--- src/hdl/pei_merge.sv ---
// Output stage that combines the three lanes into one result word.
`default_nettype none
module pei_merge (
  input wire clk,
  input wire rst,
  input wire load,
  input wire [2:0][31:0] lane_pos,
  input wire [2:0][31:0] lane_vel,
  input wire [2:0] lane_sat,
  input wire out_stall,
  output logic out_valid,
  output logic [2:0][31:0] pos,
  output logic [2:0][31:0] vel,
  output logic saturated
);

  always_ff @(posedge clk) begin
    if (rst) begin
      out_valid <= 1'b0;
    end else if (load) begin
      out_valid <= 1'b1;
    end else if (out_valid && !out_stall) begin
      out_valid <= 1'b0;
    end
  end

  always_ff @(posedge clk) begin
    if (load) begin
      pos <= lane_pos;
      vel <= lane_vel;
      saturated <= |lane_sat;
    end
  end

endmodule
`default_nettype wire

--- config.mk ---
export PLATFORM = sky130hd
export DESIGN_NAME = pei_merge
export DESIGN_NICKNAME = d
export VERILOG_FILES = /design/src/hdl/pei_merge.sv
export SDC_FILE = /design/constraint.sdc
export NUM_CORES = 1
export LEC_CHECK = 0
export BUFFER_PORTS_ARGS = -buffer_cell sky130_fd_sc_hd__buf_2
export CAP_MARGIN = 20
export CORE_AREA = 2 2 154 156
export DETAILED_ROUTE_END_ITERATION = 8
export DIE_AREA = 0 0 156 158
export MAX_ROUTING_LAYER = met4
export SETUP_SLACK_MARGIN = 0.02
export SYNTH_ARGS = -nofsm -noshare
export SYNTH_HDL_FRONTEND = slang
export SYNTH_SLANG_ARGS = --single-unit
--- constraint.sdc ---
create_clock -name clk -period 2.45 [get_ports clk]
set_clock_uncertainty 0.2 [all_clocks]
set_input_delay 0.49 -clock clk [delete_from_list [all_inputs] [get_ports clk]]
set_output_delay 0.49 -clock clk [all_outputs]
set_load 0.01 [all_outputs]
After elaboration in Yosys (flattened, before gate mapping)
Index checks and enable logic that the tools add are counted.
- register bits after elaboration: 194
- input bits: 199
- logic and storage cells: 14
- muxes and demuxes: 2
- reductions and logical operators: 4
- operators with widths (cell ; number):
    $reduce_or A3 Y1 ; 1
    $mux W1 ; 2
    $reduce_bool A2 Y1 ; 1
    $logic_and A1 B1 Y1 ; 1
    $logic_not A1 Y1 ; 1

Longest topological paths before layout
- depth in word-level cells: 4
- gate-level depth with buffers: 2
- depth with buffers taken out: 2

Least setup slack after synthesis
OpenSTA, ideal clock, no wires.
- path kind: input to register
- start: input port lane_sat[1]
- end: register saturated, data pin
- library setup time: 266 ps
- arrival time: 831 ps
- required time: 1984 ps
- slack: 1153 ps
- stages on the path: 1
- path buffers: 0
- path through: or3_1
- longest elaborated chain between the ends: 1
- ends and longest elaborated chain (element ; RTL line ; text):
    start, declared ; 9 ; input wire [2:0] lane_sat,
    $reduce_or A3 Y1 ; 31 ; saturated <= |lane_sat;
    end signal, assigned ; 31 ;
    end, declared ; 14 ; output logic saturated
No other way between the ends.
A chain may end at the register's enable or synchronous reset.

Worst setup path after layout
- start: register pos[45] (netlist name)
- end: output port pos[45] (netlist name)
- RTL lines (element ; RTL line ; text):
    start, declared ; 12 ; output logic [2:0][31:0] pos,
    start signal, assigned ; 29 ; pos <= lane_pos;
No word-level cell between the ends.

==> results by group <==
Run status
  • Outcome: completed

Pwr
  • Maximum VDD drop: 0.000360 V
  • Leak Pwr: 3.80 nW
  • P per Cell Area: 831 nW/um2

Placement
  • DP Worst Slack: 0.739 ns
  • IO buf count: 392
  • Placer Congestion: 0.754
  • Post-DP HPWL: 12.1 mm

Logic synthesis
  • Synth Cell Area: 5830 um2
  • Multiplexer share of the synthesized area: 0
  • Synth cell types: 5
  • Synth Area in Compound Gates: 0.000858
  • Combinational family with the most area after synthesis: simple AND/OR/NAND/NOR gates
  • Post-Synth XOR/XNOR Area: 0
  • Cells after Synth: 197
  • Net Count, Synth: 396
  • Synth Area in Adders: 0
  • Syn avg cell area: 29.6 um2
  • Ys Warns: 0
  • FF+latch count, synth: 194
  • Synth Area in Simple Gates: 0.00172
  • Seq/Total Area, Yosys: 0.997

Worst setup path
  • Critical path class: reg -> out
  • Critical path, cell by cell: buf_2
  • Worst path depth: 1
  • CP required: 1.76 ns
  • Crit-path slowest cell: edfxtp_1
  • RR Startpoint: out_valid
  • CP arrival: 0.99 ns
  • Reg2reg end: out_valid
  • Critical Path End Type: output pin
  • Buffers & Inverters on Critical Path: 1
  • Startpoint Class: flip-flop
  • CP delay by family, top: flip-flops
  • FF-to-FF path depth: 2
  • R2R Setup Slk: 1.65 ns
  • Critical path peak fanout: 1
  • Worst path max stage delay: 0.40 ns

Die
  • Row cnt: 56
  • Die Y: 158 um
  • Die area: 24600 um2
  • Core Region: 23100 um2
  • I/O Pins: 393
  • Starting Density: 0.253
  • Die width: 156 um

Cells and area
  • Layout cells sized above 1: 0.688
  • Synth-to-layout area growth: 52.0%
  • Final #Nets: 817
  • Most frequent cells in the layout: buf_2 (391), edfxtp_1 (193), clkbuf_16 (17)
  • Commonest non-fill, non-tap cell in the layout: buf_2
  • Fillers: 2170

CTS
  • Post-CTS Hold Buffers: 0
  • CTS H-tree depth: 4
  • Post-CTS Resized: 0
  • Deepest clock path buffer count: 2
  • Setup Fix Bufs, Post-CTS: 0
  • CTS Buf Count: 17
  • Clock sink total: 194
  • Root Driver: clkbuf_16
  • Reg clk slew, reported paths: 0.08 ns
  • CTS tree: done
  • Skew-Pair Late Insertion Delay: 0.42 ns

STA
  • Tmin final: 1.68 ns
  • Max Clk Rate: 595 MHz
  • Final Hold Violating Endpoints: 0
  • Slew HR: 0.737
  • Transition time of the tightest slew-check pin: 0.395 ns
  • Worst setup margin: 0.770 ns
  • Unrepaired setup endpoints after global routing: false
  • Setup TNS: 0 ns
  • Setup-failing EPs final: 0
  • Slew Limit Fails: 0
  • Part of the cycle the worst path needs: 0.686

Run
  • Number of max-cap violations: 0

GRT
  • Antenna violations before repair: 4
  • Total track usage: 0.122
  • GRT overflow: 0
  • Largest net degree at the start of global routing: 45
  • Vias in the first global route: 3664
  • First-pass GRT wire length: 21.0 mm

Routing
  • DRT Pass-1 Iters: 4
  • DRT Wirelength: 15.3 mm
  • Via count of the routed design: 3575
  • Antenna-violating nets left: 0
  • DRC: 0
  • Via density: 3.87
  • Number of violations reported at the end of detailed-routing iteration 0: 178
  • WL/cell: 16.6 um

Worst hold path
  • Hold crit path type: in -> reg
  • Worst Hold End: pos[64]
  • Worst Hold Path Cells: 1
  • Hold path start: lane_pos[64]
-- synth_stat cells --
master,instances,area share
a21oi_1,1,0.00086
dfxtp_1,1,0.0034
edfxtp_1,193,0.99
nor2_1,1,0.00064
or3_1,1,0.0011
-- through the flow --
stage | hold WS, ns | instance area (um2) | util | instances | total power (W)
CTS | 0.00405 | 8860 | 0.384 | 921 | 0.00749
detailed placement | 0.276 | 8260 | 0.359 | 889 | 0.00473
finish | 0.0360 | 8860 | 0.385 | 924 | 0.00736
global placement | 0.317 | 8260 | 0.359 | 889 | 0.00472
global route | 0.00270 | 8860 | 0.384 | 923 | 0.00767
floorplan | 0.321 | 5830 | - | 197 | 0.00423
-- layer usage --
| metal | GRT usage | part of all wire | routed length [um] | vias up |
|---|---|---|---|---|
| met3 | 0.0454 | 0.10 | 1530 | 5 |
| met2 | 0.204 | 0.52 | 7950 | 240 |
| met5 | - | 0 | 0 | - |
| met4 | 0.0437 | 0.0059 | 90 | 0 |
| li1 | - | - | - | 1653 |
| met1 | 0.135 | 0.38 | 5750 | 1677 |
-- cells by family after synthesis --
logic type | Yosys count
simple gates | 2
compound gates | 1
flops | 194
-- worst reg2reg max path: cells and delay by family, from the launching register on --
kind,cells,cell delay (ns)
flip-flops,1,0.32
AND/OR/NAND/NOR,1,0.06
AO/OA/AOI/OAI,1,0.13
-- sequential cells by signal, indices dropped and copies added, names as in the netlist --
register,count
pos,96
out_valid,1
vel,96
saturated,1
-- layout make-up --
type                    instances  area, um2  area share
well taps                     290        363      0.0409
diodes                          3       7.51    0.000847
multi-input cells               3       15.0     0.00169
clock inverters                13        140      0.0158
clock buffers                  19        453      0.0511
repair buffers                402       2070       0.234
flip-flops and latches        194       5820       0.656
-- power by group --
part	total (W)	leakage, nW	internal [W]	switching (W)
combinational	0.000645	1.61	0.000289	0.000356
sequential	0.00400	1.90	0.00394	0.0000605
clock	0.00272	0.294	0.00142	0.00130
total	0.00736	3.80	0.00565	0.00172
-- worst max path at each step --
stage | startpoint | endpoint | slack, ns
5_1_grt | pos[45] | pos[45] | 0.72
2_1_floorplan | lane_sat[1] | saturated | 1.15
3_5_place_dp | load | vel[93] | 0.74
4_1_cts | pos[45] | pos[45] | 0.72
6_report | pos[45] | pos[45] | 0.77
3_3_place_gp | load | vel[93] | 0.75
Note: power is estimated with default switching activity, not from simulation.
