`src/hdl/pei_pkg.sv`:
```
// Shared types and constants for the particle Euler integrator.
`default_nettype none
package pei_pkg;

  localparam int OP_W = 2;
  localparam int STEP_W = 4;
  localparam int FACTOR_W = 31;
  localparam int DAMP_BITS = 16;
  localparam int CFG_INDEX_W = 3;

  localparam logic [OP_W-1:0] OP_FORCE = 2'd0;
  localparam logic [OP_W-1:0] OP_INTEG = 2'd1;
  localparam logic [OP_W-1:0] OP_SET_POS = 2'd2;
  localparam logic [OP_W-1:0] OP_SET_VEL = 2'd3;

  localparam logic [CFG_INDEX_W-1:0] REG_INV_MASS = 3'd0;
  localparam logic [CFG_INDEX_W-1:0] REG_ACCEL_X = 3'd1;
  localparam logic [CFG_INDEX_W-1:0] REG_ACCEL_Y = 3'd2;
  localparam logic [CFG_INDEX_W-1:0] REG_ACCEL_Z = 3'd3;
  localparam logic [CFG_INDEX_W-1:0] REG_TIME_STEP = 3'd4;
  localparam logic [CFG_INDEX_W-1:0] REG_DAMPING = 3'd5;

  localparam logic [STEP_W-1:0] ST_MUL_VEL = 4'd0;
  localparam logic [STEP_W-1:0] ST_MUL_FORCE = 4'd1;
  localparam logic [STEP_W-1:0] ST_POS = 4'd2;
  localparam logic [STEP_W-1:0] ST_ACC = 4'd3;
  localparam logic [STEP_W-1:0] ST_MUL_ACC = 4'd4;
  localparam logic [STEP_W-1:0] ST_RND_ACC = 4'd5;
  localparam logic [STEP_W-1:0] ST_VEL = 4'd6;
  localparam logic [STEP_W-1:0] ST_MUL_DAMP = 4'd7;
  localparam logic [STEP_W-1:0] ST_DAMP = 4'd8;

  typedef struct packed {
    logic load;
    logic step_en;
    logic [STEP_W-1:0] step;
    logic [OP_W-1:0] op;
  } lane_ctl_t;

endpackage
`default_nettype wire

```
`src/hdl/pei_lane.sv`:
```
// One axis lane: state words, a split multiplier with rounding, and a saturating adder.
`default_nettype none
module pei_lane #(
  parameter int FRAC_BITS = 16,
  parameter int WORD_WIDTH = 32
) (
  input wire clk,
  input wire rst,
  input wire pei_pkg::lane_ctl_t ctl,
  input wire [31:0] vec_in,
  input wire [31:0] accel_in,
  input wire [30:0] inv_mass,
  input wire [16:0] time_step,
  input wire [16:0] damping,
  output logic [31:0] pos_out,
  output logic [31:0] vel_out,
  output logic sat_out
);

  localparam int W = WORD_WIDTH;
  localparam int FW = pei_pkg::FACTOR_W;
  localparam int LO_W = (W + 1) / 2;
  localparam int HI_W = W - LO_W;
  localparam int PW = W + FW;
  localparam logic [W-1:0] WORD_MAX = {1'b0, {(W-1){1'b1}}};
  localparam logic [W-1:0] WORD_MIN = {1'b1, {(W-1){1'b0}}};
  localparam logic [PW:0] LIM_POS = (PW+1)'(WORD_MAX);
  localparam logic [PW:0] LIM_NEG = LIM_POS + (PW+1)'(1);
  localparam logic [PW:0] HALF_F = (PW+1)'(1) << (FRAC_BITS - 1);
  localparam logic [PW:0] HALF_D = (PW+1)'(1) << (pei_pkg::DAMP_BITS - 1);
  localparam logic signed [63:0] MAX64 = 64'(signed'(WORD_MAX));
  localparam logic signed [63:0] MIN64 = 64'(signed'(WORD_MIN));

  function automatic logic [W:0] clip_in(input logic [31:0] x);
    logic signed [63:0] xe;
    xe = 64'(signed'(x));
    if (xe > MAX64) begin
      return {1'b1, WORD_MAX};
    end else if (xe < MIN64) begin
      return {1'b1, WORD_MIN};
    end
    return {1'b0, xe[W-1:0]};
  endfunction

  function automatic logic [31:0] to_out(input logic signed [W-1:0] x);
    logic signed [63:0] xe;
    xe = 64'(x);
    return xe[31:0];
  endfunction

  logic signed [W-1:0] pos;
  logic signed [W-1:0] vel;
  logic signed [W-1:0] force_acc;
  logic signed [W-1:0] prod;
  logic signed [W-1:0] acc;
  logic signed [W-1:0] vin;
  logic sat;

  logic m_neg;
  logic m_damp;
  logic [HI_W+FW-1:0] m_hi_p;
  logic [LO_W+FW-1:0] m_lo_p;

  logic [W:0] in_clip;
  logic [W:0] accel_clip;
  logic signed [W-1:0] accel;

  logic signed [W-1:0] mul_a;
  logic [FW-1:0] mul_f;
  logic mul_damp;
  logic [W-1:0] mul_mag;

  logic [PW:0] rnd_full;
  logic [PW:0] rnd_shift;
  logic [PW:0] rnd_lim;
  logic [W-1:0] rnd_mag;
  logic signed [W-1:0] rnd_val;
  logic rnd_sat;

  logic signed [W-1:0] add_a;
  logic signed [W-1:0] add_b;
  logic signed [W:0] add_sum;
  logic signed [W-1:0] add_val;
  logic add_sat;

  assign in_clip = clip_in(vec_in);
  assign accel_clip = clip_in(accel_in);
  assign accel = accel_clip[W-1:0];

  always_comb begin
    mul_a = vel;
    mul_f = FW'(time_step);
    mul_damp = 1'b0;
    case (ctl.step)
      pei_pkg::ST_MUL_VEL: begin
        mul_a = vel;
        mul_f = FW'(time_step);
      end
      pei_pkg::ST_MUL_FORCE: begin
        mul_a = force_acc;
        mul_f = inv_mass;
      end
      pei_pkg::ST_MUL_ACC: begin
        mul_a = acc;
        mul_f = FW'(time_step);
      end
      pei_pkg::ST_MUL_DAMP: begin
        mul_a = acc;
        mul_f = FW'(damping);
        mul_damp = 1'b1;
      end
      default: begin
        mul_a = vel;
        mul_f = FW'(time_step);
      end
    endcase
    mul_mag = mul_a[W-1] ? W'(0) - mul_a : mul_a;
  end

  always_ff @(posedge clk) begin
    m_neg <= mul_a[W-1];
    m_damp <= mul_damp;
    m_hi_p <= (HI_W+FW)'(mul_mag[W-1:LO_W]) * (HI_W+FW)'(mul_f);
    m_lo_p <= (LO_W+FW)'(mul_mag[LO_W-1:0]) * (LO_W+FW)'(mul_f);
  end

  always_comb begin
    rnd_full = ((PW+1)'(m_hi_p) << LO_W) + (PW+1)'(m_lo_p) + (m_damp ? HALF_D : HALF_F);
    rnd_shift = m_damp ? (rnd_full >> pei_pkg::DAMP_BITS) : (rnd_full >> FRAC_BITS);
    rnd_lim = m_neg ? LIM_NEG : LIM_POS;
    if (rnd_shift > rnd_lim) begin
      rnd_sat = 1'b1;
      rnd_mag = rnd_lim[W-1:0];
    end else begin
      rnd_sat = 1'b0;
      rnd_mag = rnd_shift[W-1:0];
    end
    rnd_val = m_neg ? W'(0) - rnd_mag : rnd_mag;
  end

  always_comb begin
    add_a = force_acc;
    add_b = vin;
    case (ctl.step)
      pei_pkg::ST_POS: begin
        add_a = pos;
        add_b = prod;
      end
      pei_pkg::ST_ACC: begin
        add_a = accel;
        add_b = prod;
      end
      pei_pkg::ST_VEL: begin
        add_a = vel;
        add_b = prod;
      end
      default: begin
        add_a = force_acc;
        add_b = vin;
      end
    endcase
    add_sum = (W+1)'(add_a) + (W+1)'(add_b);
    if (add_sum[W] != add_sum[W-1]) begin
      add_sat = 1'b1;
      add_val = add_sum[W] ? WORD_MIN : WORD_MAX;
    end else begin
      add_sat = 1'b0;
      add_val = add_sum[W-1:0];
    end
  end

  always_ff @(posedge clk) begin
    if (rst) begin
      pos <= '0;
      vel <= '0;
      force_acc <= '0;
      sat <= 1'b0;
    end else if (ctl.load) begin
      vin <= in_clip[W-1:0];
      sat <= in_clip[W];
    end else if (ctl.step_en) begin
      case (ctl.op)
        pei_pkg::OP_FORCE: begin
          force_acc <= add_val;
          sat <= sat | add_sat;
        end
        pei_pkg::OP_SET_POS: begin
          pos <= vin;
        end
        pei_pkg::OP_SET_VEL: begin
          vel <= vin;
        end
        pei_pkg::OP_INTEG: begin
          case (ctl.step)
            pei_pkg::ST_MUL_FORCE, pei_pkg::ST_RND_ACC: begin
              prod <= rnd_val;
              sat <= sat | rnd_sat;
            end
            pei_pkg::ST_POS: begin
              pos <= add_val;
              prod <= rnd_val;
              sat <= sat | add_sat | rnd_sat;
            end
            pei_pkg::ST_ACC, pei_pkg::ST_VEL: begin
              acc <= add_val;
              sat <= sat | add_sat;
            end
            pei_pkg::ST_DAMP: begin
              vel <= rnd_val;
              force_acc <= '0;
              sat <= sat | rnd_sat;
            end
            default: begin
            end
          endcase
        end
        default: begin
        end
      endcase
    end
  end

  assign pos_out = to_out(pos);
  assign vel_out = to_out(vel);
  assign sat_out = sat;

endmodule
`default_nettype wire

```
`config.mk`:
```
export PLATFORM = sky130hd
export DESIGN_NAME = pei_lane
export DESIGN_NICKNAME = d
export VERILOG_FILES = /design/src/hdl/pei_pkg.sv /design/src/hdl/pei_lane.sv
export SDC_FILE = /design/constraint.sdc
export NUM_CORES = 2
export LEC_CHECK = 0
export BUFFER_PORTS_ARGS = -buffer_cell sky130_fd_sc_hd__buf_2
export CAP_MARGIN = 20
export CORE_MARGIN = 2
export CORE_UTILIZATION = 36
export CTS_CLUSTER_DIAMETER = 30
export DETAILED_ROUTE_END_ITERATION = 8
export GPL_TIMING_DRIVEN = 0
export PLACE_DENSITY_LB_ADDON = 0.12
export SLEW_MARGIN = 25
export SYNTH_ARGS = -nofsm -noshare
export SYNTH_HDL_FRONTEND = slang
export SYNTH_SLANG_ARGS = --single-unit
```
`constraint.sdc`:
```
create_clock -name clk -period 24.5 [get_ports clk]
set_clock_uncertainty 0.05 [all_clocks]
set_input_delay 2.45 -clock clk [delete_from_list [all_inputs] [get_ports clk]]
set_output_delay 2.45 -clock clk [all_outputs]
set_load 0.05 [all_outputs]
```
# Word level (Yosys, flattened, before mapping)
# Index checks and enable logic that the tools add are counted.
word_totals:
  out_inout_bits: 65
  reg_bits: 288
  word_cells: 92
classes:
  n_reduce_logical: 18
  add_sub_neg: 5
  n_eq_ne: 15
  n_lt_le_gt_ge: 5
  mul: 2
  bitwise: 5
  n_mux: 32
ops:
  columns: ["op", "count"]
  rows:
  - ["two-way mux 32 bit", 13]
  - ["one-hot mux 32 bit (2 select lines)", 4]
  - ["two-way mux 33 bit", 3]
  - ["one-hot mux 32 bit (3 select lines)", 1]
  - ["multiplier 16 x 31 -> 47 bit", 2]
  - ["adder 63 x 47 -> 64 bit", 1]
  - ["adder 64 x 16 -> 64 bit, second input constant", 1]
  - ["> comparator 32 bit, second input constant", 2]
  - ["< comparator 32 bit, second input constant", 2]
  - ["subtractor 1 x 32 -> 32 bit, first input constant", 2]
  - ["one-hot mux 31 bit (2 select lines)", 1]
  - ["> comparator 48 x 32 -> 1 bit", 1]
  - ["adder 32 x 32 -> 33 bit", 1]
  - ["equality test 4 x 3 -> 1 bit, second input constant", 4]
  - ["AND reduction 4 bit", 3]
  - ["AND reduction 5 bit", 2]
  - ["OR reduction 3 bit", 3]
  - ["equality test 4 x 2 -> 1 bit, second input constant", 2]
  - ["two-way mux 1 bit", 8]
  - ["nonzero test 2 bit", 4]
  - ["!= test 5 bit, second input constant", 1]
  - ["equality test 2 bit, second input constant", 2]
  - ["equality test 4 x 1 -> 1 bit, second input constant", 1]
  - ["equality test 4 bit, second input constant", 1]
  - ["12 further kinds", 17]

# Longest topological paths before layout
logic_depth:
  depth_word: 14
  ltp_mapped: 42
  mapped_depth_nobuf: 38

# Worst setup path after synthesis
# OpenSTA, ideal clock, no wires.
synth_timing:
  path_type: "input -> register"
  from: "input port ctl[4] in the netlist's numbering"
  to: "register m_lo_p[46]"
  required_time_ns: 24.329
  n_path_buf: 2
  setup_ns: 0.121
  arrival_time_ns: 11.219
  cell_stages: 35
  slack_ns: 13.110
  cell_sequence: "buf_2 -> nor4b_4 -> o21bai_1 -> a211oi_2 -> inv_2 -> clkbuf_1 -> ha_1 -> inv_1 -> nor4b_2 -> nor2b_1 -> inv_1 -> o21ai_0 -> xor2_1 -> nor2_1 -> fa_1 -> fa_1 -> fa_1 -> fa_1 -> fa_1 -> inv_1 -> fa_1 -> inv_1 -> ha_1 -> nand4_1 -> a211oi_1 -> nand4_1 -> or4b_1 -> o311a_1 -> a211o_1 -> o21ai_1 -> o221ai_1 -> nor2_1 -> o31a_1 -> nor2_1 -> xnor2_1"
synth_via:
  elab_chain_cells: 6
  elab_cells_between_ends: 9
synth_lines:
  columns: ["item", "line", "rtl"]
  rows:
  - ["start, declared", "pei_lane.sv:9", "input wire pei_pkg::lane_ctl_t ctl,"]
  - ["equality test 4 x 3 -> 1 bit (on tied branches)", null, null]
  - ["OR reduction 2 bit (no line)", null, null]
  - ["one-hot mux 32 bit (2 select lines)", "pei_lane.sv:94", "case (ctl.step)"]
  - ["subtractor 1 x 32 -> 32 bit", "pei_lane.sv:117", "mul_mag = mul_a[W-1] ? W'(0) - mul_a : mul_a;"]
  - ["two-way mux 32 bit", "pei_lane.sv:117", null]
  - ["multiplier 16 x 31 -> 47 bit *", "pei_lane.sv:124", "m_lo_p <= (LO_W+FW)'(mul_mag[LO_W-1:0]) * (LO_W+FW)'(mul_f);"]
  - ["end signal, assigned", "pei_lane.sv:124", null]
  - ["end, declared", "pei_lane.sv:62", "logic [LO_W+FW-1:0] m_lo_p;"]
# Mark *: on every way between the ends. The rest lies on a longest branch, timed or not.
# A chain may end at the register's enable or synchronous reset.

# Final worst setup path
layout_timing:
  from: "input port ctl[2] in the netlist's numbering"
  to: "register m_lo_p[46]"
# The elaborated chain is that of the path after synthesis.

==> out/qor.yml <==
cts:
  clock_latency_ps: 600
  cts.clk_slew.worst_paths_ps: 50
  cts-root-buf: "clkbuf_16"
  cts.sinks: 273
  htreeDepth: 3
  numCtsBuffers: 68
  ctsResizeCount: 0
  ctsHoldBuffers: 0
  post-cts-setup-buffers: 0
  cts_tree: "done"
  clk_path_buf_depth: 3
job:
  cap_violations: 0
final_layout:
  fill_cells: 13800
  layout-drive-gt1-share_pct: 7.75
  regArea_mm2: 0.00643
  final_net_count: 7268
  final_area_mm2: 0.0540
  syn_to_final_growth_pct: 12.1
  final_cell_mix: "962 x inv_1, 914 x nand2_1, 809 x fa_1"
  final_common_cell: "inv_1"
  multi_input_area_mm2: 0.0370
global_route:
  met3_usage_pct: 6.71
  met2_usage_pct: 46.2
  grt_pass1_wl_um: 302000
  antenna_found_initial: 16
  track_usage_pct: 30.5
  grt_pass1_vias: 42700
  grt_overflow: 0
  busiest_layer: "met2"
  met1_usage_pct: 43.3
  grt_max_degree: 33
worst_setup_path:
  cpPeakStageDelay_ps: 850
  endpoint_kind: "flop"
  critPathKind: "in2reg"
  cp_slowest_cell: "clkbuf_1"
  crit-reg2reg-capture: "m_lo_p[46]"
  timing.critical_path.from: "ctl[2]"
  cp.arrival_ps: 14990
  path_delay_family: "buffers and inverters"
  cpMostUsedCell: "fa_1"
  crit_path_start_kind: "input port"
  reg2reg_depth: 34
  cp_num_buf_inv: 13
  cp_max_fo: 10
  timing.reg2reg.setup_slack_ps: 12500
  timing.rr.start: "vel_out[0]"
  worstPathRequired_ps: 24920
power_and_ir_drop:
  p_per_area_mw_per_mm2: 77.8
  p_total_uw: 4200
  vdd_ir_drop_max_v: 0.0000506
  cellLeakagePower_uw: 0.0248
drt:
  viasPerCell: 5.47
  drt-pass1-iter-count: 8
  vias: 42700
  drc_errors: 0
  routed_wl_um: 208000
  ant_nets: 0
  dr.first_iter.drc_count: 4301
  wl_per_cell_um: 26.7
placement:
  globalplace.congestion: 1.01
  port_buffers: 169
  hpwlAfterDp_um: 175000
  placed_area_mm2: 0.0516
worst_hold_path:
  hold_path.class: "reg2reg"
  hold_depth: 2
  hold-path-endpoint: "force_acc[6]"
  holdCritStartpoint: "force_acc[6]"
sta:
  fin_crit_ps: 14570
  slew_headroom_pct: 16.6
  period_share_pct: 59.5
  slew_violations: 0
  finalHoldViolCount: 0
  setup_violations: 0
  setup_tns_ps: 0
  hold_ws_ps: 448
  grt_setup_unrepaired: "no"
  tightest_slew_ps: 1250
  fmax_mhz: 68.6
yosys:
  ys_seq_area_share_pct: 13.3
  ys_ff_latch: 273
  ys_async_sr_fraction_pct: 0
  synth-edff-count: 96
  syn_nets: 7013
  netlist_area_mm2: 0.0482
  syn_avg_cell_area_um2: 8.40
  yosysWarningCount: 0
  synth_flop_cell: "dfxtp_1"
  synth_cell_type_count: 101
  syn-instance-count: 5730
floorplan:
  die_area_mm2: 0.137
  ios: 204
  die_y_um: 370
  row_count: 134
  fp.dieW_um: 370
  core_area_mm2: 0.133
  initial_core_util_pct: 36.2
run_status:
  status: "completed"
## cell usage after synthesis, drive strengths merged, types with 8 or more instances
master	instances	area share, %
inv	964	7.5
nand2	915	7.1
fa	809	34
nor2	543	4.4
ha	335	8.7
clkbuf	285	2.2
a21oi	191	2.0
dfxtp	177	7.4
o21ai	160	1.7
edfxtp	96	6.0
xnor2	96	1.8
a31oi	93	1.2
and2	87	1.1
a22oi	69	1.1
nor3	69	0.73
xor2	69	1.3
nand3	61	0.63
a21o	59	0.92
nand2b	46	0.60
buf	41	0.47
nand4	40	0.52
nor2b	38	0.49
mux2	32	0.75
a211oi	30	0.49
a22o	30	0.55
nor4	26	0.42
o21a	25	0.39
and3	22	0.29
o211ai	21	0.33
or3	20	0.26
o21bai	19	0.30
or2	19	0.25
mux2i	17	0.35
and4	16	0.29
o31ai	15	0.23
a221o	14	0.29
o22ai	13	0.17
a21boi	11	0.17
or4	11	0.17
a211o	9	0.16
a221oi	8	0.16
a32oi	8	0.15
## metal layers
metal / up-vias / share of wire (%)
met5: - / 0.033
met4: 10 / 3.7
met3: 311 / 9.5
met2: 1905 / 43
met1: 21700 / 44
li1: 18800 / -
## power breakdown
| group | internal (µW) | total, µW | switching [µW] |
|---|---|---|---|
| clock | 632 | 924 | 291 |
| combinational | 892 | 2680 | 1790 |
| sequential | 553 | 599 | 46.1 |
## tightest hold or removal path, stage by stage, from the launching register on
cell	delay (ps)
dfxtp_1	320
nand2_1	60
o21ai_0	70
## per-stage QoR
stage	setup slack [ps]	util [%]	std cells
floorplan	13110	-	5730
detailed placement	9340	38.8	7683
global placement	8840	38.5	7667
finish	9930	40.6	7809
global route	9350	40.6	7806
CTS	9920	40.5	7805
## cells by family (layout without fill, tap and decap cells)
family                   count (synthesis)  in the layout  share of synthesized area, %
buffers and inverters                 1290           1597                          10.2
AND/OR/NAND/NOR                       1940           1940                          17.9
flip-flops                             273            273                          13.3
adder cells (fa/ha/maj)               1147           1147                          42.4
AO/OA/AOI/OAI                          866            866                          12.0
multiplexers                            49             49                          1.10
other                                    0              4                             0
XOR/XNOR                               165            165                          3.05
## sequential cells by signal (all words and copies together) (netlist names), 32 cells and up
register,cells
m_hi_p,47
acc,32
force_acc,32
m_lo_p,32
pos_out,32
prod,32
vel_out,32
vin,32
## area by class of cell
type                            instances  area share (%)
Tap cell                             1768            4.10
Multi-Input combinational cell       4167            68.5
Inverter                              964            6.70
Timing Repair Buffer                  185            1.93
Clock buffer                           86            3.52
Antenna cell                            4          0.0185
Clock inverter                         36           0.850
Buffer                                326            2.43
Sequential cell                       273            11.9
## worst max path at each step
stage,endpoint,cells past startpoint
floorplan,m_lo_p[46],35
global placement,m_lo_p[46],35
detailed placement,m_lo_p[46],35
CTS,m_lo_p[46],35
global route,m_lo_p[46],35
finish,m_lo_p[46],35
(Power assumes the default switching activity.)
